<file path="config.mk">
export PLATFORM = sky130hd
export DESIGN_NAME = fletcher16_packet_framer_flat
export DESIGN_NICKNAME = d
export VERILOG_FILES = /design/src/hdl/fpf_pkg.sv /design/src/hdl/fpf_if.sv /design/src/hdl/fpf_front.sv /design/src/hdl/fpf_queue.sv /design/src/hdl/fpf_back.sv /design/src/hdl/fletcher16_packet_framer.sv /design/src/flat_wrapper.sv
export SDC_FILE = /design/constraint.sdc
export NUM_CORES = 1
export LEC_CHECK = 0
export BUFFER_PORTS_ARGS = -buffer_cell sky130_fd_sc_hd__buf_2
export CORE_MARGIN = 2
export CORE_UTILIZATION = 30
export CTS_BUF_LIST = sky130_fd_sc_hd__clkbuf_4 sky130_fd_sc_hd__clkbuf_8
export DETAILED_ROUTE_END_ITERATION = 16
export GPL_TIMING_DRIVEN = 0
export SYNTH_ARGS = -nofsm -noshare
export SYNTH_HDL_FRONTEND = slang
export SYNTH_SLANG_ARGS = --single-unit
</file>
<file path="constraint.sdc">
create_clock -name clk_i -period 14.1 [get_ports clk_i]
set_input_delay 4.23 -clock clk_i [delete_from_list [all_inputs] [get_ports clk_i]]
set_output_delay 4.23 -clock clk_i [all_outputs]
set_load 0.01 [all_outputs]
</file>
<file path="src/hdl/fpf_pkg.sv">
// shared types and constants for the fletcher-16 packet framer
`default_nettype none
package fpf_pkg;

  localparam int unsigned ByteW     = 8;
  localparam int unsigned FifoDepth = 4;
  localparam int unsigned FifoPtrW  = $clog2(FifoDepth);
  localparam int unsigned FifoCntW  = $clog2(FifoDepth + 1);

  typedef logic [ByteW-1:0] byte_t;

  typedef enum logic {
    OP_START   = 1'b0,
    OP_PAYLOAD = 1'b1
  } opcode_e;

  typedef enum logic [2:0] {
    STEP_FIRST,
    STEP_HDR1,
    STEP_HDR2,
    STEP_CHK0,
    STEP_CHK1
  } step_e;

  // classified work item handed from front to back
  typedef struct packed {
    logic  is_start;
    byte_t b0;
    byte_t b1;
    byte_t b2;
    logic  close;
  } cmd_t;

  // queue status seen by the front
  typedef struct packed {
    logic full;
  } fifo_stat_t;

endpackage
`default_nettype wire

</file>
<file path="src/hdl/fpf_if.sv">
// valid/ready channel interfaces for input items and output bytes
`default_nettype none
interface fpf_in_if;
  logic                valid;
  logic                ready;
  logic                opcode;
  fpf_pkg::byte_t      msg_type;
  fpf_pkg::byte_t      data_id;
  fpf_pkg::byte_t      payload_len;
  fpf_pkg::byte_t      data_byte;

  modport source (
    output valid, opcode, msg_type, data_id, payload_len, data_byte,
    input  ready
  );
  modport sink (
    input  valid, opcode, msg_type, data_id, payload_len, data_byte,
    output ready
  );
endinterface

interface fpf_out_if;
  logic           valid;
  logic           ready;
  fpf_pkg::byte_t out_byte;
  logic           last_of_packet;

  modport source (
    output valid, out_byte, last_of_packet,
    input  ready
  );
  modport sink (
    input  valid, out_byte, last_of_packet,
    output ready
  );
endinterface
`default_nettype wire

</file>
<file path="src/hdl/fpf_front.sv">
// front end: accepts items, tracks packet framing, pushes classified commands
`default_nettype none
module fpf_front (
  input  wire                 clk_i,
  input  wire                 rst_ni,
  fpf_in_if.sink              in_i,
  input  fpf_pkg::fifo_stat_t stat_i,
  output logic                push_o,
  output fpf_pkg::cmd_t       cmd_o
);

  logic           open_q, open_d;
  fpf_pkg::byte_t left_q, left_d;
  logic           xfer;

  assign in_i.ready = !stat_i.full;
  assign xfer       = in_i.valid && in_i.ready;

  always_comb begin
    open_d          = open_q;
    left_d          = left_q;
    push_o          = 1'b0;
    cmd_o.is_start  = 1'b0;
    cmd_o.b0        = in_i.data_byte;
    cmd_o.b1        = in_i.data_id;
    cmd_o.b2        = in_i.payload_len;
    cmd_o.close     = 1'b0;
    if (xfer) begin
      if (in_i.opcode == fpf_pkg::OP_START) begin
        push_o         = 1'b1;
        cmd_o.is_start = 1'b1;
        cmd_o.b0       = in_i.msg_type;
        cmd_o.close    = (in_i.payload_len == '0);
        left_d         = in_i.payload_len;
        open_d         = (in_i.payload_len != '0);
      end else if (open_q) begin
        push_o      = 1'b1;
        cmd_o.close = (left_q == fpf_pkg::byte_t'(1));
        left_d      = left_q - fpf_pkg::byte_t'(1);
        open_d      = (left_q != fpf_pkg::byte_t'(1));
      end
    end
  end

  always_ff @(posedge clk_i or negedge rst_ni) begin
    if (!rst_ni) begin
      open_q <= 1'b0;
      left_q <= '0;
    end else begin
      open_q <= open_d;
      left_q <= left_d;
    end
  end

endmodule
`default_nettype wire

</file>
<file path="src/hdl/fpf_queue.sv">
// short command queue between front and back
`default_nettype none
module fpf_queue (
  input  wire                  clk_i,
  input  wire                  rst_ni,
  input  wire                  push_i,
  input  fpf_pkg::cmd_t        cmd_i,
  input  wire                  pop_i,
  output fpf_pkg::cmd_t        head_o,
  output logic                 valid_o,
  output fpf_pkg::fifo_stat_t  stat_o
);

  fpf_pkg::cmd_t                  mem_q [fpf_pkg::FifoDepth];
  logic [fpf_pkg::FifoPtrW-1:0]   wr_q, wr_d, rd_q, rd_d;
  logic [fpf_pkg::FifoCntW-1:0]   cnt_q, cnt_d;
  logic                           do_push, do_pop;

  assign stat_o.full = (cnt_q == fpf_pkg::FifoCntW'(fpf_pkg::FifoDepth));
  assign valid_o     = (cnt_q != '0);
  assign head_o      = mem_q[rd_q];
  assign do_push     = push_i && !stat_o.full;
  assign do_pop      = pop_i && valid_o;

  always_comb begin
    wr_d  = do_push ? wr_q + fpf_pkg::FifoPtrW'(1) : wr_q;
    rd_d  = do_pop ? rd_q + fpf_pkg::FifoPtrW'(1) : rd_q;
    cnt_d = cnt_q;
    if (do_push && !do_pop) begin
      cnt_d = cnt_q + fpf_pkg::FifoCntW'(1);
    end else if (do_pop && !do_push) begin
      cnt_d = cnt_q - fpf_pkg::FifoCntW'(1);
    end
  end

  always_ff @(posedge clk_i or negedge rst_ni) begin
    if (!rst_ni) begin
      wr_q  <= '0;
      rd_q  <= '0;
      cnt_q <= '0;
    end else begin
      wr_q  <= wr_d;
      rd_q  <= rd_d;
      cnt_q <= cnt_d;
    end
  end

  always_ff @(posedge clk_i) begin
    if (do_push) begin
      mem_q[wr_q] <= cmd_i;
    end
  end

endmodule
`default_nettype wire

</file>
<file path="src/hdl/fpf_back.sv">
// back end: emits packet bytes, folds fletcher sums, appends check bytes
`default_nettype none
module fpf_back (
  input  wire                 clk_i,
  input  wire                 rst_ni,
  input  fpf_pkg::cmd_t       head_i,
  input  wire                 valid_i,
  output logic                pop_o,
  fpf_out_if.source           out_o
);

  localparam logic [fpf_pkg::ByteW:0] Mod = 9'd255;

  function automatic fpf_pkg::byte_t mod255(input logic [fpf_pkg::ByteW:0] v);
    logic [fpf_pkg::ByteW:0] r;
    begin
      r = (v >= Mod) ? v - Mod : v;
      mod255 = r[fpf_pkg::ByteW-1:0];
    end
  endfunction

  fpf_pkg::step_e step_q, step_d;
  fpf_pkg::byte_t sum_low_q, sum_low_d, sum_high_q, sum_high_d;
  fpf_pkg::byte_t c0_q, c0_d;
  fpf_pkg::byte_t out_byte_q, out_byte_d;
  logic           last_q, last_d;
  logic           out_valid_q, out_valid_d;
  logic           adv, fold;
  fpf_pkg::byte_t cur, base_low, base_high, c0, c1;

  assign out_o.valid          = out_valid_q;
  assign out_o.out_byte       = out_byte_q;
  assign out_o.last_of_packet = last_q;

  always_comb begin
    adv        = valid_i && (!out_valid_q || out_o.ready);
    base_low   = (step_q == fpf_pkg::STEP_FIRST && head_i.is_start) ? '0 : sum_low_q;
    base_high  = (step_q == fpf_pkg::STEP_FIRST && head_i.is_start) ? '0 : sum_high_q;
    c0         = 8'hff - mod255({1'b0, sum_low_q} + {1'b0, sum_high_q});
    c1         = 8'hff - mod255({1'b0, sum_low_q} + {1'b0, c0_q});
    step_d     = step_q;
    pop_o      = 1'b0;
    fold       = 1'b0;
    cur        = head_i.b0;
    last_d     = 1'b0;
    case (step_q)
      fpf_pkg::STEP_FIRST: begin
        cur  = head_i.b0;
        fold = 1'b1;
        if (head_i.is_start) begin
          step_d = fpf_pkg::STEP_HDR1;
        end else if (head_i.close) begin
          step_d = fpf_pkg::STEP_CHK0;
        end else begin
          pop_o = adv;
        end
      end
      fpf_pkg::STEP_HDR1: begin
        cur    = head_i.b1;
        fold   = 1'b1;
        step_d = fpf_pkg::STEP_HDR2;
      end
      fpf_pkg::STEP_HDR2: begin
        cur  = head_i.b2;
        fold = 1'b1;
        if (head_i.close) begin
          step_d = fpf_pkg::STEP_CHK0;
        end else begin
          step_d = fpf_pkg::STEP_FIRST;
          pop_o  = adv;
        end
      end
      fpf_pkg::STEP_CHK0: begin
        cur    = c0;
        step_d = fpf_pkg::STEP_CHK1;
      end
      fpf_pkg::STEP_CHK1: begin
        cur    = c1;
        last_d = 1'b1;
        step_d = fpf_pkg::STEP_FIRST;
        pop_o  = adv;
      end
      default: begin
        step_d = fpf_pkg::STEP_FIRST;
      end
    endcase
    sum_low_d  = mod255({1'b0, base_low} + {1'b0, cur});
    sum_high_d = mod255({1'b0, base_high} + {1'b0, sum_low_d});
    c0_d       = (step_q == fpf_pkg::STEP_CHK0) ? c0 : c0_q;
    out_byte_d = cur;
    if (adv) begin
      out_valid_d = 1'b1;
    end else if (out_o.ready) begin
      out_valid_d = 1'b0;
    end else begin
      out_valid_d = out_valid_q;
    end
    if (!adv) begin
      step_d = step_q;
    end
  end

  always_ff @(posedge clk_i or negedge rst_ni) begin
    if (!rst_ni) begin
      step_q      <= fpf_pkg::STEP_FIRST;
      sum_low_q   <= '0;
      sum_high_q  <= '0;
      out_valid_q <= 1'b0;
    end else begin
      step_q      <= step_d;
      out_valid_q <= out_valid_d;
      if (adv && fold) begin
        sum_low_q  <= sum_low_d;
        sum_high_q <= sum_high_d;
      end
    end
  end

  always_ff @(posedge clk_i) begin
    if (adv) begin
      out_byte_q <= out_byte_d;
      last_q     <= last_d;
      c0_q       <= c0_d;
    end
  end

endmodule
`default_nettype wire

</file>
<file path="src/hdl/fletcher16_packet_framer.sv">
// top level of the fletcher-16 packet framer
//
// Takes start items (message type, data id, payload length) and payload bytes,
// and sends out the packet one byte per transfer: three header bytes, the payload,
// then check bytes c0 and c1 that bring the Fletcher-16 sum of the packet to
// zero, with last_of_packet set on c1. Payload with no open packet is dropped,
// and a new start abandons an open packet. The input side takes one item per
// cycle while the four-entry command queue has room; the output side sends one
// byte per cycle while the receiver is ready: three bytes for a start (five
// with zero length), one for a payload byte (three when it closes the packet).
// The output register stays full under back-pressure while the queue fills.
`default_nettype none
module fletcher16_packet_framer (
  input  wire       clk_i,
  input  wire       rst_ni,
  fpf_in_if.sink    in_i,
  fpf_out_if.source out_o
);

  logic                 push;
  fpf_pkg::cmd_t        cmd;
  fpf_pkg::cmd_t        head;
  logic                 head_valid;
  logic                 pop;
  fpf_pkg::fifo_stat_t  stat;

  fpf_front u_front (
    .clk_i  (clk_i),
    .rst_ni (rst_ni),
    .in_i   (in_i),
    .stat_i (stat),
    .push_o (push),
    .cmd_o  (cmd)
  );

  fpf_queue u_queue (
    .clk_i   (clk_i),
    .rst_ni  (rst_ni),
    .push_i  (push),
    .cmd_i   (cmd),
    .pop_i   (pop),
    .head_o  (head),
    .valid_o (head_valid),
    .stat_o  (stat)
  );

  fpf_back u_back (
    .clk_i   (clk_i),
    .rst_ni  (rst_ni),
    .head_i  (head),
    .valid_i (head_valid),
    .pop_o   (pop),
    .out_o   (out_o)
  );

endmodule
`default_nettype wire

</file>
<file path="src/flat_wrapper.sv">
// flat-port wrapper written by rule: the top's interface ports become plain ports
module fletcher16_packet_framer_flat 
  (clk_i, rst_ni, in_i_valid, in_i_opcode, in_i_msg_type, in_i_data_id, in_i_payload_len, in_i_data_byte, in_i_ready, out_o_valid, out_o_out_byte, out_o_last_of_packet, out_o_ready);
  fpf_in_if in_i_i ();
  fpf_out_if out_o_i ();
  input  wire clk_i;
  input  wire rst_ni;
  input wire logic [$bits(in_i_i.valid)-1:0] in_i_valid;
  input wire logic [$bits(in_i_i.opcode)-1:0] in_i_opcode;
  input wire logic [$bits(in_i_i.msg_type)-1:0] in_i_msg_type;
  input wire logic [$bits(in_i_i.data_id)-1:0] in_i_data_id;
  input wire logic [$bits(in_i_i.payload_len)-1:0] in_i_payload_len;
  input wire logic [$bits(in_i_i.data_byte)-1:0] in_i_data_byte;
  output wire logic [$bits(in_i_i.ready)-1:0] in_i_ready;
  output wire logic [$bits(out_o_i.valid)-1:0] out_o_valid;
  output wire logic [$bits(out_o_i.out_byte)-1:0] out_o_out_byte;
  output wire logic [$bits(out_o_i.last_of_packet)-1:0] out_o_last_of_packet;
  input wire logic [$bits(out_o_i.ready)-1:0] out_o_ready;
  assign in_i_i.valid = in_i_valid;
  assign in_i_i.opcode = in_i_opcode;
  assign in_i_i.msg_type = in_i_msg_type;
  assign in_i_i.data_id = in_i_data_id;
  assign in_i_i.payload_len = in_i_payload_len;
  assign in_i_i.data_byte = in_i_data_byte;
  assign in_i_ready = in_i_i.ready;
  assign out_o_valid = out_o_i.valid;
  assign out_o_out_byte = out_o_i.out_byte;
  assign out_o_last_of_packet = out_o_i.last_of_packet;
  assign out_o_i.ready = out_o_ready;
  fletcher16_packet_framer u_core (.clk_i(clk_i), .rst_ni(rst_ni), .in_i(in_i_i), .out_o(out_o_i));
endmodule
</file>
Word level (Yosys, flattened, before mapping)
Memories as Yosys holds them, arrays and structs flattened.
Cells that the tools add are included.

word-level totals
  register bits = 53
  word-level logic and storage cells = 98
  output and inout port bits = 11
  bits of input ports = 37
  RAM bits = 104
  memories = 1

cells by class
  order comparisons = 4
  equality and inequality tests = 9
  reductions and logical operators = 23
  add/subtract/negate cells = 15
  muxes and demuxes = 34

memory list
  memory                words  bits a word  read ports  clocked after memory_dff  write ports  RTL line         RTL
  u_core.u_queue.mem_q  4      26           1           0                         1            fpf_queue.sv:14  fpf_pkg::cmd_t mem_q [fpf_pkg::FifoDepth];

operators with widths
  operator             count
  $mux 8               8
  $add 8x8->9          4
  $ge 9x8->1 const B   4
  $pmux 8 s4           1
  $sub 8x8->8 const B  4
  $mux 9               2
  $mux 1               16
  $sub 8x8->8 const A  2
  $mux 3               4
  $pmux 3 s4           1
  $eq 8x1->1 const B   1
  $logic_and 1x1->1    8
  $logic_not 8->1      1
  $ne 8x1->1 const B   1
  $reduce_bool 8->1    1
  $sub 8x1->8 const B  1
  $eq 3x2->1 const B   2
  $eq 3x3->1 const B   2
  $reduce_and 2->1     3
  $add 2x1->2 const B  2
  $logic_not 1->1      4
  $reduce_bool 2->1    2
  $add 3x1->3 const B  1
  $eq 3x1->1 const B   1
  other kinds (9)      9

Depth between registers and ports, before layout
Gate-level depths: netlist of run 1.

  depth in word-level cells = 11
  mapped depth = 29
  depth with buffers taken out = 29

Cells and area by module
A second synthesis of run 1 with hierarchy kept.

second synthesis, totals
  cell total of the unflattened synthesis = 763
  area, all modules = 9133.8 sq um

modules (own cells, without submodules)
  module     area an instance (sq um)  instances  seq. area each (sq um)  cells each
  fpf_queue  4226.6                    1          3298.2                  171
  fpf_back   4026.4                    1          1011.0                  472
  fpf_front  880.8                     1          225.2                   120

Least setup slack after synthesis of run 1
No wires, ideal clock.

  kind = register to register
  start point = reg u_core.u_back.sum_low_q[0]
  end point = reg u_core.u_back.sum_high_q[6]
  cell stages (with the launch flop) = 28
  setup slack = 7235 ps
  buffers on the path = 0
  period minus slack after synthesis = 6865 ps
  setup time = 129 ps
  arrival time = 6736 ps
  data required time = 13971 ps
  cell sequence = dfrtp_1 > ha_1 > inv_1 > fa_1 > and2b_1 > o2111a_1 > a211oi_2 > xnor2_1 > nand2b_4 > o31ai_4 > mux2_2 > o22ai_1 > ha_1 > a21oi_1 > o2111ai_1 > xor2_1 > and4_1 > a31oi_2 > mux2_2 > fa_1 > a211oi_1 > o21a_1 > o211ai_4 > or2b_1 > o41ai_4 > nand4_1 > xnor2_1 > o21ai_1

between the ends
  longest elaborated chain between the ends = 11
  elaborated cells on any way between the ends = 20
  classes of those cells = add/sub (10); order compare (4); mux (6)

ends and longest elaborated chain
  element                                           RTL line                        RTL
  from (decl)                                       fpf_back.sv:23                  fpf_pkg::byte_t sum_low_q, sum_low_d, sum_high_q, sum_high_d;
  from (signal assigned)                            fpf_back.sv:113                 sum_low_q <= sum_low_d;
  $add 8x8->9 (on tied branches)                    fpf_back.sv:40, fpf_back.sv:39
  $sub 8x8->8 / $ge 9x8->1 (equally long branches)  fpf_back.sv:17                  r = (v >= Mod) ? v - Mod : v;
  $mux 8                                            fpf_back.sv:17
  $sub 8x8->8 (on tied branches)                    fpf_back.sv:40, fpf_back.sv:39
  $pmux 8 s4 *                                      fpf_back.sv:46                  case (step_q)
  named net u_core.u_back.cur[1]                    fpf_back.sv:29                  fpf_pkg::byte_t cur, base_low, base_high, c0, c1;
  $add 8x8->9 *                                     fpf_back.sv:87                  sum_low_d = mod255({1'b0, base_low} + {1'b0, cur});
  $sub 8x8->8 / $ge 9x8->1 (equally long branches)  fpf_back.sv:17
  $mux 8 *                                          fpf_back.sv:17
  named net u_core.u_back.sum_low_d[1]              fpf_back.sv:23
  $add 8x8->9 *                                     fpf_back.sv:88                  sum_high_d = mod255({1'b0, base_high} + {1'b0, sum_low_d});
  $sub 8x8->8 / $ge 9x8->1 (equally long branches)  fpf_back.sv:17
  $mux 8 *                                          fpf_back.sv:17
  to (signal assigned)                              fpf_back.sv:114                 sum_high_q <= sum_high_d;
  to (decl)                                         fpf_back.sv:23

The timed path passes the listed nets; every way through them passes the cells marked *.
A chain may end at the register's enable or synchronous reset.

Worst setup path after layout of run 1
  start point = reg u_core.u_back.sum_low_q[0]
  end point = reg u_core.u_back.sum_high_q[6]

between the ends
  longest elaborated chain between the ends = 11
  elaborated cells on any way between the ends = 20
  classes of those cells = add/sub (10); order compare (4); mux (6)

ends and longest elaborated chain
  element                                           RTL line
  $add 8x8->9 (on tied branches)                    fpf_back.sv:40, fpf_back.sv:39
  $sub 8x8->8 / $ge 9x8->1 (equally long branches)  fpf_back.sv:17
  $mux 8                                            fpf_back.sv:17
  $sub 8x8->8 (on tied branches)                    fpf_back.sv:40, fpf_back.sv:39
  $pmux 8 s4 *                                      fpf_back.sv:46
  named net u_core.u_back.cur[1]                    fpf_back.sv:29
  $add 8x8->9 *                                     fpf_back.sv:87
  $ge 9x8->1 *                                      fpf_back.sv:17
  $mux 8 *                                          fpf_back.sv:17
  named net u_core.u_back.sum_low_d[0]              fpf_back.sv:23
  $add 8x8->9 *                                     fpf_back.sv:88
  $sub 8x8->8 / $ge 9x8->1 (equally long branches)  fpf_back.sv:17
  $mux 8 *                                          fpf_back.sv:17

Marked as above.

==> flow_summary.yaml, run 1 <==
detailed_routing:
  detail_route.wl_per_cell_microns: 16.6
  vias: 6034
  antenna_left: 0
  via_per_inst: 4.99
  drc: 0
  finalWirelength_microns: 20000
  drt-initial-drc-count: 389
  dr.pass1.iters: 4
job:
  maxCapViolCount: 0
synth:
  synth.distinct_cells: 82
  synth_fa_ha_area_frac: 0.0723
  synthCells: 738
  synth_ff_type: "edfxtp_1"
  syn_area_sq_um: 8960
  synthMuxAreaShare: 0.0948
  synth-seq-cells: 157
  synth_top_family_by_area: "compound AO/OA/AOI/OAI gates"
  synth_xor_area_frac: 0.0450
  synth_compound_area_frac: 0.135
  synth-simple-area-share: 0.123
  synth-edff-count: 121
  postSynthAreaPerCell_sq_um: 12.1
  ys_warn_count: 0
  syn_nets: 823
  ys_seq_area_frac: 0.506
  synthArstFlopShare: 0.229
timing:
  fin_setup_tns_ps: 0
  fin_crit_sh: 0.562
  tightest_slew_ps: 1320
  slew_violations: 0
  rsz0062_at_grt: "false"
  finalSetupViolations: 0
  fmax_mhz: 126
  hold_viol_final: 0
  fin_skew_ps: 18.6
  period_minus_slack_ps: 7920
  relSlewSlack: 0.123
floorplan:
  die-area_sq_um: 31300
  initial_utilization: 0.303
  num_rows: 63
  core_sq_um: 29600
  die_h_microns: 177
  fp.dieW_microns: 177
  pin_count: 48
clocking:
  clock_latency_ps: 460
  cts_buffer_depth: 2
  htree_levels: 4
  cts_hold_buf: 0
  path_clk_slew_ps: 90
  clockRootBuffer: "clkbuf_8"
  post_cts_resized: 0
  cts_tree: "built"
  cts_sinks: 157
  numCtsBuffers: 17
  cts_setup_buffers: 0
worst_setup_path:
  rr_startpoint: "u_core.u_back.sum_low_q[0]"
  slowest_stage: "xnor2_1"
  arrival_ps: 8260
  rrSetupSlack_ps: 6180
  cp-start-kind: "flip-flop"
  reg2reg_depth: 28
  worstSetupPathType: "flip-flop to flip-flop"
  end_kind: "flip-flop"
  crit_end: "u_core.u_back.sum_high_q[6]"
  critPathLaunch: "u_core.u_back.sum_low_q[0]"
  crit_fanout: 7
  worst_ep_required_time_ps: 14440
  reg2reg_to: "u_core.u_back.sum_high_q[6]"
  cpPeakStageDelay_ps: 560
placement:
  gp_congestion: 0.838
  io_buffers: 47
  dp.cells: 1175
  dp_hpwl_microns: 14500
grt:
  grt_usage: 0.134
  grt_max_degree: 37
  grt_pass1_wl_microns: 32300
  antenna_found_initial: 0
  grt_pass1_vias: 5895
  overflow: 0
final_layout:
  insertedDiodeCount: 0
  fillers: 2934
  drive_above_1_share: 0.192
  seqCellArea_sq_um: 4530
  fin_cells: 1209
  multi_input_area_sq_um: 4210
  nets: 891
  synthToLayoutAreaGrowth_pct: 12.5
worst_hold_path:
  min_path_type: "flip-flop to flip-flop"
status:
  status: "finished clean"
synthesized netlist by cell type (all sizes together) (5+ instances only):
cell type  instances  area (sq um)
or2                5          33.8
xor2              26           228
nor2b              7          43.8
edfxtp           121          3630
a31oi              8          56.3
o31ai              7          66.3
o22ai             10          62.6
ha                43           538
dfrtp             36           901
xnor2             20           175
or3                7          43.8
nand2             46           173
o21ai             44           228
a211oi             8          87.6
inv               31           116
clkbuf            17          67.6
o211ai             8          78.8
nand3             16          80.1
o2111ai            5          50.0
a21oi             38           190
and3               6          42.5
a21o              10          76.3
nor3              14          70.1
mux4              26           586
o21a               6          45.0
mux2i              5          50.1
nand2b             9          63.8
and2              25           159
mux2              19           214
nor2              53           199
fa                 5           100
metal layers:
layer | track usage | up-vias | wire, microns
met5 | 0 | - | 0
li1 | - | 2939 | -
met4 | 0.0362 | 0 | 218
met3 | 0.0247 | 17 | 593
met1 | 0.188 | 2975 | 10000
met2 | 0.214 | 103 | 9230
placed cells by master (no fill, tap or decap), types with 7 or more instances in the layout:
cell | Yosys | layout
clkbuf_1 | 16 | 16
o21ai_1 | 10 | 10
mux2_2 | 19 | 19
o22ai_1 | 10 | 10
ha_1 | 43 | 43
nor2b_1 | 7 | 7
a21oi_1 | 38 | 38
nor3_1 | 14 | 14
mux4_2 | 26 | 26
a31oi_1 | 7 | 7
o21ai_0 | 32 | 32
xnor2_1 | 20 | 20
edfxtp_1 | 121 | 121
buf_2 | 4 | 51
xor2_1 | 26 | 26
nand2b_1 | 8 | 8
dfrtp_1 | 36 | 36
and2_1 | 23 | 21
or3_1 | 7 | 7
nand3_1 | 16 | 16
clkbuf_8 | 0 | 17
nand2_1 | 46 | 46
nor2_1 | 53 | 53
a21o_1 | 9 | 9
inv_1 | 31 | 31
inv_6 | 0 | 7
per-stage QoR:
step                utilization  setup slack [ps]  hold WS (ps)  instance area, sq um
floorplan                     -              7230           467                  8960
global placement          0.328              6300           502                  9680
detailed placement        0.328              6200           503                  9680
CTS                       0.340              6180           515                 10000
global route              0.341              5490           545                 10100
finish                    0.341              6180           514                 10100
worst max-delay path: cells and delay by family, from the launching register on:
family                     cells  cell delay (ps)
DFF                            1              420
AOI/OAI and AO/OA             12             2920
muxes                          1              390
buffers and inverters          1               60
adders and majority gates      5             1660
and+or+nand+nor                5             1100
xor gates and xnor gates       4             1240
cells by family (layout without fill, tap and decap cells):
logic type / after synthesis / count (layout)
AND/OR/NAND/NOR: 212 / 212
AO/OA/AOI/OAI: 171 / 171
flip-flops: 157 / 157
buffers and inverters: 53 / 134
multiplexers: 50 / 50
adder cells (fa/ha/maj): 49 / 49
XOR/XNOR: 46 / 46
cell type report:
| class | instances | share of cell area |
|---|---|---|
| sequential | 157 | 0.450 |
| multi-input combinational | 528 | 0.418 |
| tap | 390 | 0.0484 |
| timing repair buffer | 49 | 0.0268 |
| clock buffer | 17 | 0.0232 |
| clock inverter | 15 | 0.0123 |
| inverter | 31 | 0.0115 |
| buffer | 22 | 0.00956 |
how the worst min path moves through the flow:
stage	startpoint	end	slack (ps)	cells past startpoint
floorplan	u_core.u_back.sum_high_q[7]	u_core.u_back.sum_high_q[7]	470	2
global placement	u_core.u_queue.cnt_q[2]	u_core.u_queue.cnt_q[2]	500	1
detailed placement	u_core.u_queue.cnt_q[2]	u_core.u_queue.cnt_q[2]	500	1
CTS	u_core.u_queue.cnt_q[2]	u_core.u_queue.cnt_q[2]	520	1
global route	u_core.u_queue.cnt_q[2]	u_core.u_queue.cnt_q[2]	540	1
finish	u_core.u_queue.cnt_q[2]	u_core.u_queue.cnt_q[2]	510	1
registers in the layout, summed over array words and instances, names as in the netlist:
| register | cells |
|---|---|
| u_core.u_back.out_o.last_of_packet | 1 |
| u_core.u_queue.mem_q | 104 |
| u_core.u_back.sum_low_q | 8 |
| u_core.u_front.open_q | 1 |
| u_core.u_back.c0_q | 8 |
| u_core.u_front.left_q | 8 |
| u_core.u_back.sum_high_q | 8 |
| u_core.u_queue.rd_q | 2 |
| u_core.u_back.out_o.valid | 1 |
| u_core.u_queue.wr_q | 2 |
| u_core.u_queue.cnt_q | 3 |
| u_core.u_back.out_o.out_byte | 8 |
| u_core.u_back.step_q | 3 |
Power of run 1 is not shown: default switching activity piles up to over one toggle a cycle in this logic, so the estimate is an artifact.
==> run 2: changes to the inputs <==
Clock period 14.1 ns to 7.4 ns, I/O delays scaled along.
==> run 2 against run 1 <==
Global-route usage rose by 0.063 points. Die area did not move. First-iteration DRC count rose by 5.7%. Setup slack got worse by 5800 ps. Fmax rose by 13%. Clock-buffer cell count did not move. Hold slack barely moved. Sequential share of layout area fell by 1.3 points. Utilization rose by 0.98 points. Cell count rose by 0.99%. Final area rose by 2.9%.
==> flow_summary.yaml, run 2 (same netlist as run 1, synthesis figures left out) <==
floorplan:
  fp.dieW_microns: 177
  core_sq_um: 29600
  num_rows: 63
  initial_utilization: 0.303
  die_h_microns: 177
  die-area_sq_um: 31300
  pin_count: 48
worst_setup_path:
  rrSetupSlack_ps: 370
  arrival_ps: 7370
  crit_fanout: 7
  reg2reg_depth: 30
  rr_startpoint: "u_core.u_back.sum_low_q[0]"
  cpPeakStageDelay_ps: 550
  cp-start-kind: "flip-flop"
  reg2reg_to: "u_core.u_back.sum_high_q[6]"
  slowest_stage: "fa_1"
  worst_ep_required_time_ps: 7740
  worstSetupPathType: "flip-flop to flip-flop"
  end_kind: "flip-flop"
final_layout:
  final_common_cell: "edfxtp_1"
  largest_reg_flops: 104
  insertedDiodeCount: 0
  drive_above_1_share: 0.243
  final_cell_mix: "121 x edfxtp_1, 53 x nor2_1, 51 x buf_2"
  nets: 903
  fillers: 2913
  synthToLayoutAreaGrowth_pct: 15.7
  regMostFlops: "u_core.u_queue.mem_q"
clocking:
  path_clk_slew_ps: 90
  clock_latency_ps: 460
  htree_levels: 4
  cts_tree: "built"
  cts_sinks: 157
  cts_buffer_depth: 2
  clockRootBuffer: "clkbuf_8"
  numCtsBuffers: 17
grt:
  grt_pass1_wl_microns: 32400
  grt_use_met2: 0.216
  grt_max_degree: 37
  met3_usage: 0.0247
  grt_usage: 0.135
  overflow: 0
  grt_pass1_vias: 5932
  grt_busiest_layer: "met2"
  antenna_found_initial: 0
  use_met1: 0.188
status:
  status: "finished clean"
detailed_routing:
  drt-initial-drc-count: 411
  finalWirelength_microns: 20400
  antenna_left: 0
  detail_route.wl_per_cell_microns: 16.7
  vias: 6105
  drc: 0
  via_per_inst: 5.00
  dr.pass1.iters: 5
timing:
  period_minus_slack_ps: 7030
  relSlewSlack: 0.123
  finalSetupViolations: 0
  fin_crit_sh: 0.950
  slew_violations: 0
  fin_skew_ps: 18.7
  fmax_mhz: 142
  hold_viol_final: 0
  worst_hold_slack_ps: 515
  tightest_slew_ps: 1320
  setup_slack_ps: 374
worst_hold_path:
  min_path_type: "flip-flop to flip-flop"
  min_delay_path_depth: 1
  hold_path_startpoint: "u_core.u_queue.cnt_q[2]"
  whs_endpoint: "u_core.u_queue.cnt_q[2]"
placement:
  gp_congestion: 0.838
  io_buffers: 47
  dp_slack_ps: -499
  dp_hpwl_microns: 14500
job:
  maxCapViolCount: 0
-- run 2: changes by cell type in the layout (fill, tap and decap cells not counted), moves of 3 or more --
cell | before | now
xor2_1 | 26 | 21
xor2_2 | 0 | 5
buf_4 | 1 | 14
xnor2_2 | 0 | 5
ha_2 | 0 | 3
ha_1 | 43 | 40
o21ai_2 | 2 | 5
o22ai_1 | 10 | 7
xnor2_1 | 20 | 15
-- run 2: worst max path at each step --
stage / from / end / slack, ps / depth (start not counted)
6_report: u_core.u_back.sum_low_q[0] / u_core.u_back.sum_high_q[6] / 370 / 30
4_1_cts: u_core.u_back.sum_low_q[0] / u_core.u_back.sum_high_q[6] / 8 / 30
2_1_floorplan: u_core.u_back.sum_low_q[0] / u_core.u_back.sum_high_q[6] / 530 / 27
5_1_grt: u_core.u_back.sum_low_q[0] / u_core.u_back.sum_high_q[6] / -40 / 29
3_3_place_gp: u_core.u_back.sum_low_q[0] / u_core.u_back.sum_high_q[6] / -400 / 27
3_5_place_dp: u_core.u_back.sum_low_q[0] / u_core.u_back.sum_high_q[6] / -500 / 27
-- run 2: layer usage --
layer,wire [microns],vias up
met5,0,-
met4,250,0
met1,9870,2991
met2,9590,135
li1,-,2957
met3,712,22
-- run 2: area by class of cell --
type	instances	area [sq um]	share of cell area
Multi-Input combinational cell	528	4410	0.425
Tap cell	390	488	0.0471
Clock buffer	17	234	0.0226
Timing Repair Buffer	62	368	0.0355
Buffer	21	92.6	0.00893
Clock inverter	15	124	0.0119
Sequential cell	157	4530	0.437
Inverter	31	116	0.0112
-- run 2: timing repair --
item / in CTS / in global routing
hold buffers: 0 / 0
setup buffers: 7 / 6
resized for setup: 8 / 30
pin swaps: 8 / 8
endpoints found under the setup margin: 8 / 8
hold endpoints to repair: 0 / 0
-- run 2: through the flow --
stage,setup TNS [ps],cells,utilization,instance area [sq um]
2_1_floorplan,0,738,-,8960
3_3_place_gp,-2240,1175,0.328,9680
3_5_place_dp,-3000,1175,0.328,9680
4_1_cts,0,1214,0.343,10100
5_1_grt,-59.0,1221,0.351,10400
6_report,0,1221,0.351,10400
-- run 2: critical path: cells and delay by family (launching register included) --
kind                     cells  cell delay (ps)
adder cells (fa/ha/maj)      7             2250
AO/OA/AOI/OAI               12             2350
flip-flops                   1              420
buffers and inverters        3              340
AND/OR/NAND/NOR              5             1050
XOR/XNOR                     3              490
Power of run 2 is left out for the same reason.
==> run 3: changes to the inputs <==
--- a/config.mk
+++ b/config.mk
@@ -12,4 +12,5 @@
 export DETAILED_ROUTE_END_ITERATION = 16
 export GPL_TIMING_DRIVEN = 0
+export REMOVE_ABC_BUFFERS = 1
 export SYNTH_ARGS = -nofsm -noshare
 export SYNTH_HDL_FRONTEND = slang
==> constraint.sdc (replaced) <==
create_clock -name clk_i -period 7.4 [get_ports clk_i]
set_input_delay 2.22 -clock clk_i [delete_from_list [all_inputs] [get_ports clk_i]]
set_output_delay 2.22 -clock clk_i [all_outputs]
set_load 0.1 [all_outputs]
==> run 3 against run 2 <==
Hold slack better by 4.8 ps. Clock skew is 4.2 ps higher. Global-route usage is 0.65 points lower. Critical path depth is 1 lower. Non-clock buffer count is 22 lower. Via count is 1.6% lower. Cell count is 1.8% lower. Critical path type unchanged. Final area is 0.39% lower. Highest routed layer unchanged. Routed wire length is 3.2% lower.
==> flow_summary.yaml, run 3 (same netlist as run 1, synthesis figures left out) <==
floorplan:
  core_sq_um: 29600
  fp.dieW_microns: 177
  pin_count: 48
  initial_utilization: 0.303
  num_rows: 63
  die_h_microns: 177
  die-area_sq_um: 31300
timing:
  slew_violations: 0
  fmax_mhz: 143
  fin_skew_ps: 22.9
  worst_hold_slack_ps: 519
  fin_crit_sh: 0.942
  hold_viol_final: 0
  period_minus_slack_ps: 6970
  tightest_slew_ps: 1110
  finalSetupViolations: 0
  relSlewSlack: 0.257
status:
  status: "finished clean"
grt:
  grt_max_degree: 37
  antenna_found_initial: 0
  grt_pass1_vias: 5737
  grt_pass1_wl_microns: 31300
  grt_usage: 0.129
  overflow: 0
final_layout:
  largest_reg_flops: 104
  fillers: 2924
  drive_above_1_share: 0.248
  utilization: 0.349
  nets: 881
  final_cell_mix: "121 x edfxtp_1, 53 x nor2_1, 47 x buf_2"
  multi_input_area_sq_um: 4410
  synthToLayoutAreaGrowth_pct: 15.3
  final_common_cell: "edfxtp_1"
  seqCellArea_sq_um: 4540
  regMostFlops: "u_core.u_queue.mem_q"
  insertedDiodeCount: 0
detailed_routing:
  dr.pass1.iters: 5
  finalWirelength_microns: 19800
  vias: 6005
  detail_route.wl_per_cell_microns: 16.5
  drt-initial-drc-count: 399
  antenna_left: 0
  via_per_inst: 5.01
  drc: 0
worst_hold_path:
  min_path_type: "flip-flop to flip-flop"
placement:
  dp_hpwl_microns: 13700
  gp_congestion: 0.816
  io_buffers: 47
worst_setup_path:
  worstSetupPathType: "flip-flop to flip-flop"
  cpPeakStageDelay_ps: 420
  slowest_stage: "dfrtp_1"
  cp-start-kind: "flip-flop"
  crit_fanout: 6
  worst_ep_required_time_ps: 7710
  end_kind: "flip-flop"
  rrSetupSlack_ps: 430
  arrival_ps: 7280
clocking:
  cts_sinks: 157
  clock_latency_ps: 460
  path_clk_slew_ps: 100
  htree_levels: 4
  numCtsBuffers: 17
  clockRootBuffer: "clkbuf_8"
  cts_buffer_depth: 2
  cts_hold_buf: 0
  cts_tree: "built"
job:
  maxCapViolCount: 0
==> run 3: cell types whose count changed in the layout (fill, tap and decap cells not counted), moves of 2 or more <==
cell and change:
clkbuf_1 -15, buf_2 -4, inv_6 -3, buf_4 -2
clkinv_8 +2, dfrtp_1 -2, dfrtp_2 +2, fa_1 -2
fa_2 +2, inv_8 +2
==> run 3: path summary, 6_finish.rpt <==
path	startpoint	end	cells past startpoint
setup / recovery	u_core.u_back.sum_low_q[0]	u_core.u_back.sum_high_q[5]	29
hold / removal	u_core.u_queue.cnt_q[2]	u_core.u_queue.cnt_q[2]	1
setup reg to reg	u_core.u_back.sum_low_q[0]	u_core.u_back.sum_high_q[5]	29
hold reg to reg	u_core.u_queue.cnt_q[2]	u_core.u_queue.cnt_q[2]	1
max in group asynchronous	rst_ni	u_core.u_queue.rd_q[0]	1
min in group asynchronous	rst_ni	u_core.u_front.left_q[0]	1
==> run 3: through the flow <==
| stage | worst slack [ps] | std cells | cell area (sq um) | TNS [ps] |
|---|---|---|---|---|
| finish | 431 | 1199 | 10300 | 0 |
| global route | -68.8 | 1199 | 10300 | -157 |
| CTS | 22.3 | 1191 | 10100 | 0 |
| detailed placement | -426 | 1154 | 9610 | -2300 |
| global placement | -587 | 1153 | 9590 | -3310 |
| floorplan | 512 | 716 | 8860 | 0 |
==> run 3: area by class of cell <==
| cell class | instances | area share |
|---|---|---|
| Multi-Input combinational cell | 528 | 0.427 |
| Inverter | 31 | 0.0113 |
| Clock inverter | 15 | 0.0166 |
| Timing Repair Buffer | 61 | 0.0361 |
| Clock buffer | 17 | 0.0227 |
| Sequential cell | 157 | 0.439 |
| Tap cell | 390 | 0.0473 |
==> run 3: timing repair <==
item / CTS / global route
pin swaps: 5 / 13
gates resized for setup: 9 / 28
buffers inserted: 5 / 7
endpoints found under the setup margin: 7 / 8
==> run 3: worst max-delay path: cells and delay by family, from the launching register on <==
family | cells | cell delay, ps
AOI/OAI and AO/OA | 12 | 2720
adders and majority gates | 4 | 1060
and+or+nand+nor | 6 | 1030
xor gates and xnor gates | 4 | 890
DFF | 1 | 420
muxes | 1 | 410
buffers and inverters | 2 | 270
==> run 3: per-layer routing <==
metal | routed length [microns] | GRT usage
met3 | 688 | 0.0215
met5 | 0 | 0
met1 | 9440 | 0.182
met2 | 9390 | 0.207
met4 | 241 | 0.0289
Power of run 3 is left out for the same reason.
